`config.mk`:
```
export PLATFORM = sky130hd
export DESIGN_NAME = hex_text_to_base64_encoder
export DESIGN_NICKNAME = d
export VERILOG_FILES = /design/src/sv/ht64_pkg.sv /design/src/sv/ht64_encode.sv /design/src/sv/hex_text_to_base64_encoder.sv
export SDC_FILE = /design/constraint.sdc
export NUM_CORES = 1
export LEC_CHECK = 0
export ABC_CLOCK_PERIOD_IN_PS = 4350
export BUFFER_PORTS_ARGS = -buffer_cell sky130_fd_sc_hd__buf_4
export CELL_PAD_IN_SITES_DETAIL_PLACEMENT = 1
export CELL_PAD_IN_SITES_GLOBAL_PLACEMENT = 2
export CORE_MARGIN = 1.5
export CORE_UTILIZATION = 39
export CTS_CLUSTER_DIAMETER = 50
export DETAILED_ROUTE_END_ITERATION = 8
export PLACE_DENSITY = 0.85
export RECOVER_POWER = 50
export SYNTH_ARGS = -nofsm -noshare
export SYNTH_HDL_FRONTEND = slang
export SYNTH_SLANG_ARGS = --single-unit
```
`constraint.sdc`:
```
create_clock -name i_clk -period 4.35 [get_ports i_clk]
set_input_delay 0.435 -clock i_clk [delete_from_list [all_inputs] [get_ports i_clk]]
set_output_delay 0.435 -clock i_clk [all_outputs]
set_load 0.02 [all_outputs]
```
`src/sv/ht64_pkg.sv`:
```
// ============================================================================
// ht64_pkg
// Shared types, constants and functions for the hex text to base64 encoder.
// ============================================================================
package ht64_pkg;

    localparam int CHAR_W   = 8;
    localparam int NIB_W    = 4;
    localparam int CNT_W    = 2;
    localparam int GRP_N    = 4;   // most results one input beat can cause
    localparam int IDX_W    = 2;
    localparam int USER_W   = 2;

    localparam logic [CHAR_W-1:0] CH_PAD  = 8'h3D;  // '='
    localparam logic [CHAR_W-1:0] CH_0    = 8'h30;
    localparam logic [CHAR_W-1:0] CH_9    = 8'h39;
    localparam logic [CHAR_W-1:0] CH_UA   = 8'h41;
    localparam logic [CHAR_W-1:0] CH_UF   = 8'h46;

    localparam logic [CNT_W-1:0] CNT_NONE = 2'd0;
    localparam logic [CNT_W-1:0] CNT_ONE  = 2'd1;
    localparam logic [CNT_W-1:0] CNT_TWO  = 2'd2;

    localparam logic [IDX_W-1:0] IDX_LAST_TWO  = 2'd1;
    localparam logic [IDX_W-1:0] IDX_LAST_FOUR = 2'd3;

    // One set of results produced from a single input beat.
    typedef struct packed {
        logic                          valid;  // at least one result
        logic                          four;   // four results, else two
        logic                          err;
        logic                          word_end;
        logic [GRP_N-1:0][CHAR_W-1:0]  chars;  // entry 0 goes out first
    } t_group;

    // Carried word state between input beats.
    typedef struct packed {
        logic [2*NIB_W-1:0] held;
        logic [CNT_W-1:0]   cnt;
        logic               err;
    } t_word_state;

    // Standard base64 alphabet.
    function automatic logic [CHAR_W-1:0] b64_char(input logic [5:0] idx);
        logic [CHAR_W-1:0] ch;
        if (idx < 6'd26) begin
            ch = 8'h41 + {2'b00, idx};
        end else if (idx < 6'd52) begin
            ch = 8'h61 + {2'b00, idx - 6'd26};
        end else if (idx < 6'd62) begin
            ch = 8'h30 + {2'b00, idx - 6'd52};
        end else if (idx == 6'd62) begin
            ch = 8'h2B;
        end else begin
            ch = 8'h2F;
        end
        return ch;
    endfunction

    // Hex digit value; anything that is not 0-9 or A-F reads as one.
    function automatic logic [NIB_W:0] hex_decode(input logic [CHAR_W-1:0] c);
        logic [NIB_W:0] r;  // {bad, value}
        if (c >= CH_0 && c <= CH_9) begin
            r = {1'b0, NIB_W'(c - CH_0)};
        end else if (c >= CH_UA && c <= CH_UF) begin
            r = {1'b0, NIB_W'(c - CH_UA + 8'd10)};
        end else begin
            r = {1'b1, NIB_W'(1)};
        end
        return r;
    endfunction

endpackage

```
`src/sv/ht64_encode.sv`:
```
// ============================================================================
// ht64_encode
// Turns one registered hex character and the carried word state into the
// group of base64 results it causes and the next word state.
// ============================================================================
module ht64_encode (
    input  logic [ht64_pkg::CHAR_W-1:0] i_hex_char,
    input  logic                        i_word_end,
    input  ht64_pkg::t_word_state       i_state,
    output ht64_pkg::t_group            o_group,
    output ht64_pkg::t_word_state       o_state
);

    logic [ht64_pkg::NIB_W:0]   dec;
    logic [ht64_pkg::NIB_W-1:0] nib;
    logic                       bad;
    logic                       err;
    logic [ht64_pkg::CNT_W-1:0] cnt;
    logic [11:0]                bits;

    always_comb begin
        dec = ht64_pkg::hex_decode(i_hex_char);
        nib = dec[ht64_pkg::NIB_W-1:0];
        bad = dec[ht64_pkg::NIB_W];
        err = i_state.err | bad;
        // A count of three cannot happen; treat it like two.
        cnt = (i_state.cnt == 2'd3) ? ht64_pkg::CNT_TWO : i_state.cnt;

        o_group          = '0;
        o_group.err      = err;
        o_group.word_end = i_word_end;
        o_state          = i_state;
        bits             = '0;

        if (cnt == ht64_pkg::CNT_TWO) begin
            // Three nibbles complete: two characters.
            bits             = {i_state.held, nib};
            o_group.valid    = 1'b1;
            o_group.chars[0] = ht64_pkg::b64_char(bits[11:6]);
            o_group.chars[1] = ht64_pkg::b64_char(bits[5:0]);
            o_state.held     = '0;
            o_state.cnt      = ht64_pkg::CNT_NONE;
        end else if (i_word_end) begin
            o_group.valid = 1'b1;
            if (cnt == ht64_pkg::CNT_NONE) begin
                o_group.chars[0] = ht64_pkg::b64_char({nib, 2'b00});
                o_group.chars[1] = ht64_pkg::CH_PAD;
            end else begin
                bits             = {i_state.held[ht64_pkg::NIB_W-1:0], nib, 4'b0000};
                o_group.four     = 1'b1;
                o_group.chars[0] = ht64_pkg::b64_char(bits[11:6]);
                o_group.chars[1] = ht64_pkg::b64_char(bits[5:0]);
                o_group.chars[2] = ht64_pkg::CH_PAD;
                o_group.chars[3] = ht64_pkg::CH_PAD;
            end
        end else begin
            o_state.held = {i_state.held[ht64_pkg::NIB_W-1:0], nib};
            o_state.cnt  = cnt + ht64_pkg::CNT_ONE;
        end

        if (i_word_end) begin
            o_state = '0;
        end else begin
            o_state.err = err;
        end
    end

endmodule

```
`src/sv/hex_text_to_base64_encoder.sv`:
```
// ============================================================================
// hex_text_to_base64_encoder
// Re-encodes a stream of ASCII hex digits, one word at a time, as base64
// characters with '=' padding where a word ends part way through a three-digit group.
// ============================================================================
//
// Channel   Dir  tdata           tuser                       tlast
// s_axis    in   hex_char[7:0]   (none)                      word_end
// m_axis    out  out_char[7:0]   [0] word_done, [1] bad      run_last
//
// Each input beat is captured in an input register and encoded from there
// into a group of zero, two or four output characters held in a group
// register. The group drains one output beat per cycle while m_axis_tready
// is high. Beats that only store a nibble are taken one per cycle; a beat
// that causes results waits until the previous group has drained or its
// last character is being taken.
// A beat that only stores a nibble passes through without using the group
// register. Reset (i_rst_n low at a clock edge) empties both stages and
// clears the carried nibbles and the error flag. Stalls on m_axis back up
// into s_axis tready within the same cycle.
module hex_text_to_base64_encoder (
    input  logic                          i_clk,
    input  logic                          i_rst_n,
    // Input stream
    input  logic                          s_axis_tvalid,
    output logic                          s_axis_tready,
    input  logic [ht64_pkg::CHAR_W-1:0]   s_axis_tdata,   // [7:0] hex_char
    input  logic                          s_axis_tlast,   // word_end
    // Output stream
    output logic                          m_axis_tvalid,
    input  logic                          m_axis_tready,
    output logic [ht64_pkg::CHAR_W-1:0]   m_axis_tdata,   // [7:0] out_char
    output logic [ht64_pkg::USER_W-1:0]   m_axis_tuser,   // [0] word_done, [1] bad_digit_seen
    output logic                          m_axis_tlast    // run_last
);

    // Input register.
    logic                        r_in_valid;
    logic [ht64_pkg::CHAR_W-1:0] r_in_char;
    logic                        r_in_end;

    // Carried word state.
    ht64_pkg::t_word_state       r_state;
    ht64_pkg::t_word_state       n_state;

    // Group register and its drain index.
    ht64_pkg::t_group            r_grp;
    ht64_pkg::t_group            n_grp;
    logic [ht64_pkg::IDX_W-1:0]  r_idx;

    logic                        out_fire;
    logic                        grp_last;
    logic                        grp_free;
    logic                        advance;

    ht64_encode u_encode (
        .i_hex_char (r_in_char),
        .i_word_end (r_in_end),
        .i_state    (r_state),
        .o_group    (n_grp),
        .o_state    (n_state)
    );

    assign grp_last = (r_idx == (r_grp.four ? ht64_pkg::IDX_LAST_FOUR
                                            : ht64_pkg::IDX_LAST_TWO));
    assign out_fire = m_axis_tvalid && m_axis_tready;
    assign grp_free = !r_grp.valid || (out_fire && grp_last);
    // A beat that makes no results never waits for the output side.
    assign advance  = r_in_valid && (!n_grp.valid || grp_free);

    assign s_axis_tready = !r_in_valid || advance;

    always_ff @(posedge i_clk) begin
        if (!i_rst_n) begin
            r_in_valid <= 1'b0;
        end else if (s_axis_tready) begin
            r_in_valid <= s_axis_tvalid;
        end
    end

    always_ff @(posedge i_clk) begin
        if (s_axis_tvalid && s_axis_tready) begin
            r_in_char <= s_axis_tdata;
            r_in_end  <= s_axis_tlast;
        end
    end

    always_ff @(posedge i_clk) begin
        if (!i_rst_n) begin
            r_state <= '0;
        end else if (advance) begin
            r_state <= n_state;
        end
    end

    always_ff @(posedge i_clk) begin
        if (!i_rst_n) begin
            r_grp.valid <= 1'b0;
            r_idx       <= '0;
        end else if (advance && n_grp.valid) begin
            r_grp <= n_grp;
            r_idx <= '0;
        end else if (out_fire) begin
            if (grp_last) begin
                r_grp.valid <= 1'b0;
                r_idx       <= '0;
            end else begin
                r_idx <= r_idx + 1'b1;
            end
        end
    end

    // Output beat straight from the group register.
    assign m_axis_tvalid   = r_grp.valid;
    assign m_axis_tdata    = r_grp.chars[r_idx];
    assign m_axis_tlast    = grp_last;
    assign m_axis_tuser[0] = grp_last && r_grp.word_end;
    assign m_axis_tuser[1] = r_grp.err;

`ifndef SYNTHESIS
    // The carried nibble count never reaches three.
    a_cnt_range: assert property (@(posedge i_clk) disable iff (!i_rst_n)
        r_state.cnt != 2'd3)
        else $error("nibble count out of range");

    // A two-result group never indexes past its second entry.
    a_idx_range: assert property (@(posedge i_clk) disable iff (!i_rst_n)
        r_grp.valid && !r_grp.four |-> r_idx <= ht64_pkg::IDX_LAST_TWO)
        else $error("group index past end");

    // The end of a word clears the carried state.
    a_word_clear: assert property (@(posedge i_clk) disable iff (!i_rst_n)
        advance && r_in_end |=> r_state.cnt == ht64_pkg::CNT_NONE && !r_state.err)
        else $error("word state not cleared at word end");

    // The group register is never overwritten while its group cannot be taken.
    a_no_overrun: assert property (@(posedge i_clk) disable iff (!i_rst_n)
        r_grp.valid && !out_fire |=> $stable(r_grp.chars) || !$past(advance && n_grp.valid))
        else $error("group register overwritten");
`endif

endmodule
```
==> metrics.txt, run 1 <==
initial antenna violation count 0; Worst Slack Setup Final 0.540 ns; DR vias/cell 5.64; ys flop type edfxtp_1; WL final 10300 um; largest net degree at the start of global routing 20; r2r worst-path depth 14; Design Power around 850 uW; starting DRC count in detailed routing approximately 180; DRT Pass-1 Iters 4; Setup TNS Final 0 ns; met1 wire length 4700 um; pwr dens 207 mW/mm^2; vias in the first global route 3211; Reg2Reg Launch Point r_in_char[0]; Synth Instances 421; Cell Area, Synth 0.00378 mm^2; CTS H-tree lvls 2; crit path time final 3.81 ns; clock sink count 43; nets 486; die height 101 um; HPWL Detailed 8170 um; Hold WS 0.318 ns; grt total ovfl 0; area taken by multi-input logic gates 0.00248 mm^2; Die Area 0.0103 mm^2; fin. max-slew vios 0; CTS Hold Bufs 0; total CTS buffers 5; top cell type's share of synthesized area between 20% and 30%; area leader, netlist edfxtp_1; Setup Skew 0.00964 ns; Top Ports 26; met3 WL 408 um; pre-CTS setup slack 0.533 ns; crit path to r_grp[13]; WL met2 5090 um; # port buffers 25; CTS tree yes; most frequent cell after synthesis nor2_1; Peak VDD IR 0.127 mV; Yosys warning total 0; Setup-failing EPs final 0; Final Cycle Share 87.6%; Total GRT Usage 21.2%; fmax 0.262 GHz; top cells by area, synth edfxtp_1, ha_1, dfxtp_1, xnor2_1, nor2_1; EDFF count, synth 28; Yosys cell types 73; routed len/inst 18.2 um; Placement Rows 35; R2R Path End r_grp[13]; synthesized net count 470; Final ANT Viol Nets 0; Core Region between 0.009 and 0.01 mm^2; Residual DRC 0; commonest cells in the netlist nor2_1, ha_1, edfxtp_1; RePlAce Congestion ~0.85; CP Class flip-flop to flip-flop; Root Buffer clkbuf_8; layout cells sized above 1 about a tenth; DR vias 3199; uppermost layer routed met4; class of the worst hold path input port to flip-flop; reg2reg setup slack around 0.54 ns; FF+latch area 0.00114 mm^2; Setup crit start kind flip-flop; critical path capture point type flip-flop; final core occ 44.2%; # diodes 0; CTS resizes 0; sequential area share after synthesis 30.2%; Crit. Startpoint r_in_char[0]; ys async rst share 0%; clock latency at the later pin of the worst-skew pair 0.31 ns; FILL cells 1123; Least-Margin Pin Slew 0.692 ns; Post-CTS Setup Inserts 0; maxcap violations 0; first-pass GRT wire length around 17000 um; RSZ-0062 raised after global routing false; Critical Path RT about 4.4 ns; leakage 1.47 nW; die width 101 um; flops & latches, synth 43; Initial Utilization 40.6%; Syn Area/Cell 8.99 um^2; maximum fanout along the worst path 12; normalized max-slew margin a little over half; maximum root-to-sink buffer count 2; Worst EP arrival 3.86 ns; Worst-path clk slew approximately 0.090 ns; synth-to-layout area growth 9.06%; status complete, no violations; Fin. Hold Viols 0
==> metrics by stage <==
stage | area (um^2) | instances
final | 4130 | 567
after global routing | 4130 | 567
after CTS | 4170 | 567
after detailed placement | 4070 | 559
after global placement | 4070 | 559
after floorplan | 3780 | 421
==> cells by family after synthesis <==
| group | after synthesis | share of synthesized area (%) |
|---|---|---|
| AND/OR/NAND/NOR | 140 | 20.4 |
| AO/OA/AOI/OAI | 120 | 22.4 |
| flip-flops | 43 | 30.2 |
| buffers and inverters | 38 | 4.33 |
| adder cells (fa/ha/maj) | 36 | 11.9 |
| XOR/XNOR | 35 | 8.50 |
| multiplexers | 9 | 2.38 |
==> metal layers <==
metal  global-route usage [%]  vias up
met4                     4.91        0
met5                        0        -
met3                     2.69        9
met1                     27.8     1556
li1                         -     1572
met2                     37.1       62
==> where the power goes <==
part	leakage (nW)	internal (mW)	switching [mW]
clock	0.0517	0.130	0.153
sequential	0.375	0.447	0.0126
combinational	1.04	0.0451	0.0664
total	1.47	0.622	0.232
==> cells in the final DEF (no fill, tap or decap), types with 10 or more instances in the layout <==
master	netlist	final
inv_1	18	18
nor3_1	10	10
a21oi_1	19	19
ha_1	36	36
o21ai_0	23	23
nor2_1	40	40
nor2b_1	24	24
xnor2_1	18	18
edfxtp_1	28	28
nand2_1	22	22
dfxtp_1	15	15
a22oi_1	10	10
clkbuf_1	13	11
a211oi_1	16	16
xor2_1	15	15
==> registers in the layout, summed over array words and instances, names as in the netlist <==
register       count
m_axis_tuser       1
r_state           11
m_axis_tvalid      1
r_grp             18
r_in_end           1
r_in_valid         1
r_idx              2
r_in_char          8
==> layout make-up <==
cell class              instances  share of cell area, %
flip-flops and latches         43                   27.7
multi-input cells             340                   60.2
well taps                     129                   3.91
inverters                      19                   1.79
repair buffers                 28                   4.09
clock inverters                 2                  0.364
clock buffers                   6                   2.00
==> worst min path at each step <==
stage	from	end	slack (ns)	cells past startpoint
3_5_place_dp	r_state[0]	r_state[0]	0.47	2
5_1_grt	s_axis_tdata[7]	r_in_char[7]	0.30	1
6_report	s_axis_tdata[7]	r_in_char[7]	0.32	1
4_1_cts	s_axis_tdata[6]	r_in_char[6]	0.29	1
3_3_place_gp	r_state[0]	r_state[0]	0.46	2
2_1_floorplan	r_state[0]	r_state[0]	0.44	2
==> critical path: stages (launching register included) <==
cell and delay [ns]:
edfxtp_1 0.46, inv_1 0.16, ha_1 0.19, nor3b_1 0.26
nand4b_4 0.27, a21oi_2 0.06, or2_1 0.37, inv_4 0.20
ha_1 0.25, inv_1 0.09, o311a_4 0.37, xnor2_2 0.20
or3b_4 0.43, mux2i_1 0.17, a21oi_1 0.09
No activity file was read; power rests on OpenSTA's default activity.
==> run 2, diff against run 1 <==
CORE_ASPECT_RATIO = 0.9   (was unset)
GPL_TIMING_DRIVEN = 0   (was unset)
==> run 2 against run 1 <==
Via count increased by 2.1%. Global-route usage increased by 1.6 points. Fmax decreased by 5.5%. Clock skew about the same. Worst setup slack got worse by 0.22 ns. Die area about the same. Highest routed layer unchanged. Sequential power about the same. Combinational power increased by 6%.
==> metrics.txt, run 2 (same netlist as run 1, synthesis figures left out) <==
Setup-failing EPs final 0; Die Area 0.0103 mm^2; largest net degree at the start of global routing 17; clock sink count 43; Setup TNS Final 0 ns; Fin. Hold Viols 0; Reg2Reg Launch Point r_in_char[0]; starting DRC count in detailed routing roughly 190; CP Class flip-flop to flip-flop; HPWL Detailed 8740 um; initial antenna violation count 0; Post-CTS Setup Inserts 0; die height 96.4 um; Largest register FFs 18; # port buffers 25; Top Family by Delay on Critical Path compound AO/OA/AOI/OAI gates; Final Cycle Share 92.7%; Worst EP arrival 4.06 ns; DR vias/cell 5.66; Critical Path RT 4.38 ns; routed len/inst 19.0 um; most common cell after layout, fill and taps aside nor2_1; maxcap violations 0; WL final 10900 um; CTS H-tree lvls 2; first-pass GRT wire length between 15000 and 20000 um; Crit path depth 12; RePlAce Congestion 0.905; leakage 1.50 nW; maximum root-to-sink buffer count 2; reg2reg setup slack roughly 0.32 ns; nets 503; Peak VDD IR 0.141 mV; status complete, no violations; Residual DRC 0; Initial Utilization 40.9%; Worst-path clk slew 0.10 ns; Largest regs r_grp (18), r_state (11), r_in_char (8); Total GRT Usage 22.8%; non-filler cells, final just under 600; cell breakdown of the critical path inv_1, ha_1, nor3b_1, and4b_1, a21boi_2, inv_1, ha_1, o211ai_1, xor2_1, nor2_1, o41ai_1, o21ai_0; hold depth 1; Setup crit start kind flip-flop; most frequent cells in the layout nor2_1, ha_1, edfxtp_1; class of the worst hold path input port to flip-flop; synth-to-layout area growth 10.8%; # diodes 0; DR vias 3265; grt total ovfl 0; Crit. Startpoint r_in_char[0]; total CTS buffers 5; slowest stage cell on the critical path a21boi_2; clock latency at the later pin of the worst-skew pair 0.31 ns; vias in the first global route 3381; final core occ 45.3%; Placed Cells 569; die width about 110 um; Top Ports 26; CTS tree yes; Placement Rows 33; Core Region 0.00925 mm^2; normalized max-slew margin 30.8%; fin. max-slew vios 0; pwr dens 204 mW/mm^2; CTS Hold Bufs 0; maximum fanout along the worst path 14; layout cells sized above 1 10.8%; crit path to r_grp[6]; critical path capture point type flip-flop; fmax 0.248 GHz; R2R Path End r_grp[6]; CP Buf/Inv Count 2; register bank with the most flops r_grp; RSZ-0062 raised after global routing false; Root Buffer clkbuf_8; CTS resizes 0; Design Power between 800 and 900 uW; crit path time final 4.03 ns; Least-Margin Pin Slew 1.04 ns; Setup Skew 0.00970 ns; r2r worst-path depth 12; CP peak stage delay 0.55 ns; DRT Pass-1 Iters 4; Final ANT Viol Nets 0
run 2: cell count changes in the layout (fill, tap and decap cells not counted), sizes merged:
cell	change
clkbuf	+13
buf	+3
inv	+1
run 2: power breakdown:
group          internal (mW)  total [mW]  switching [mW]
clock network          0.118       0.281           0.163
logic                 0.0459       0.118          0.0721
registers              0.447       0.457         0.00990
run 2: area by class of cell:
type / count / area [um^2]
sequential: 43 / 1140
multi-input combinational: 340 / 2480
inverter: 19 / 73.8
timing repair buffer: 26 / 158
tap: 122 / 153
fill: 1120 / 5060
clock inverter: 3 / 26.3
clock buffer: 5 / 68.8
buffer: 19 / 88.8
run 2: worst min path at each step:
stage	startpoint	slack (ns)	endpoint
6_report	s_axis_tdata[1]	0.31	r_in_char[1]
5_1_grt	s_axis_tdata[5]	0.30	r_in_char[5]
4_1_cts	s_axis_tdata[4]	0.28	r_in_char[4]
3_5_place_dp	r_state[0]	0.47	r_state[0]
3_3_place_gp	r_state[0]	0.45	r_state[0]
2_1_floorplan	r_state[0]	0.44	r_state[0]
run 2: per-layer routing:
layer	routed length [um]	GRT usage, %	vias up
li1	-	-	1602
met1	5290	30.8	1597
met2	5120	39.0	57
met3	413	2.95	9
met4	122	5.22	0
met5	0	0	-
run 2: stage by stage:
step | hold slack [ns] | area [um^2] | setup WS [ns]
finish | 0.312 | 4190 | 0.318
global route | 0.299 | 4190 | 0.0501
CTS | 0.281 | 4240 | 0.350
detailed placement | 0.467 | 4140 | 0.374
global placement | 0.453 | 4120 | 0.270
floorplan | 0.437 | 3780 | 0.638
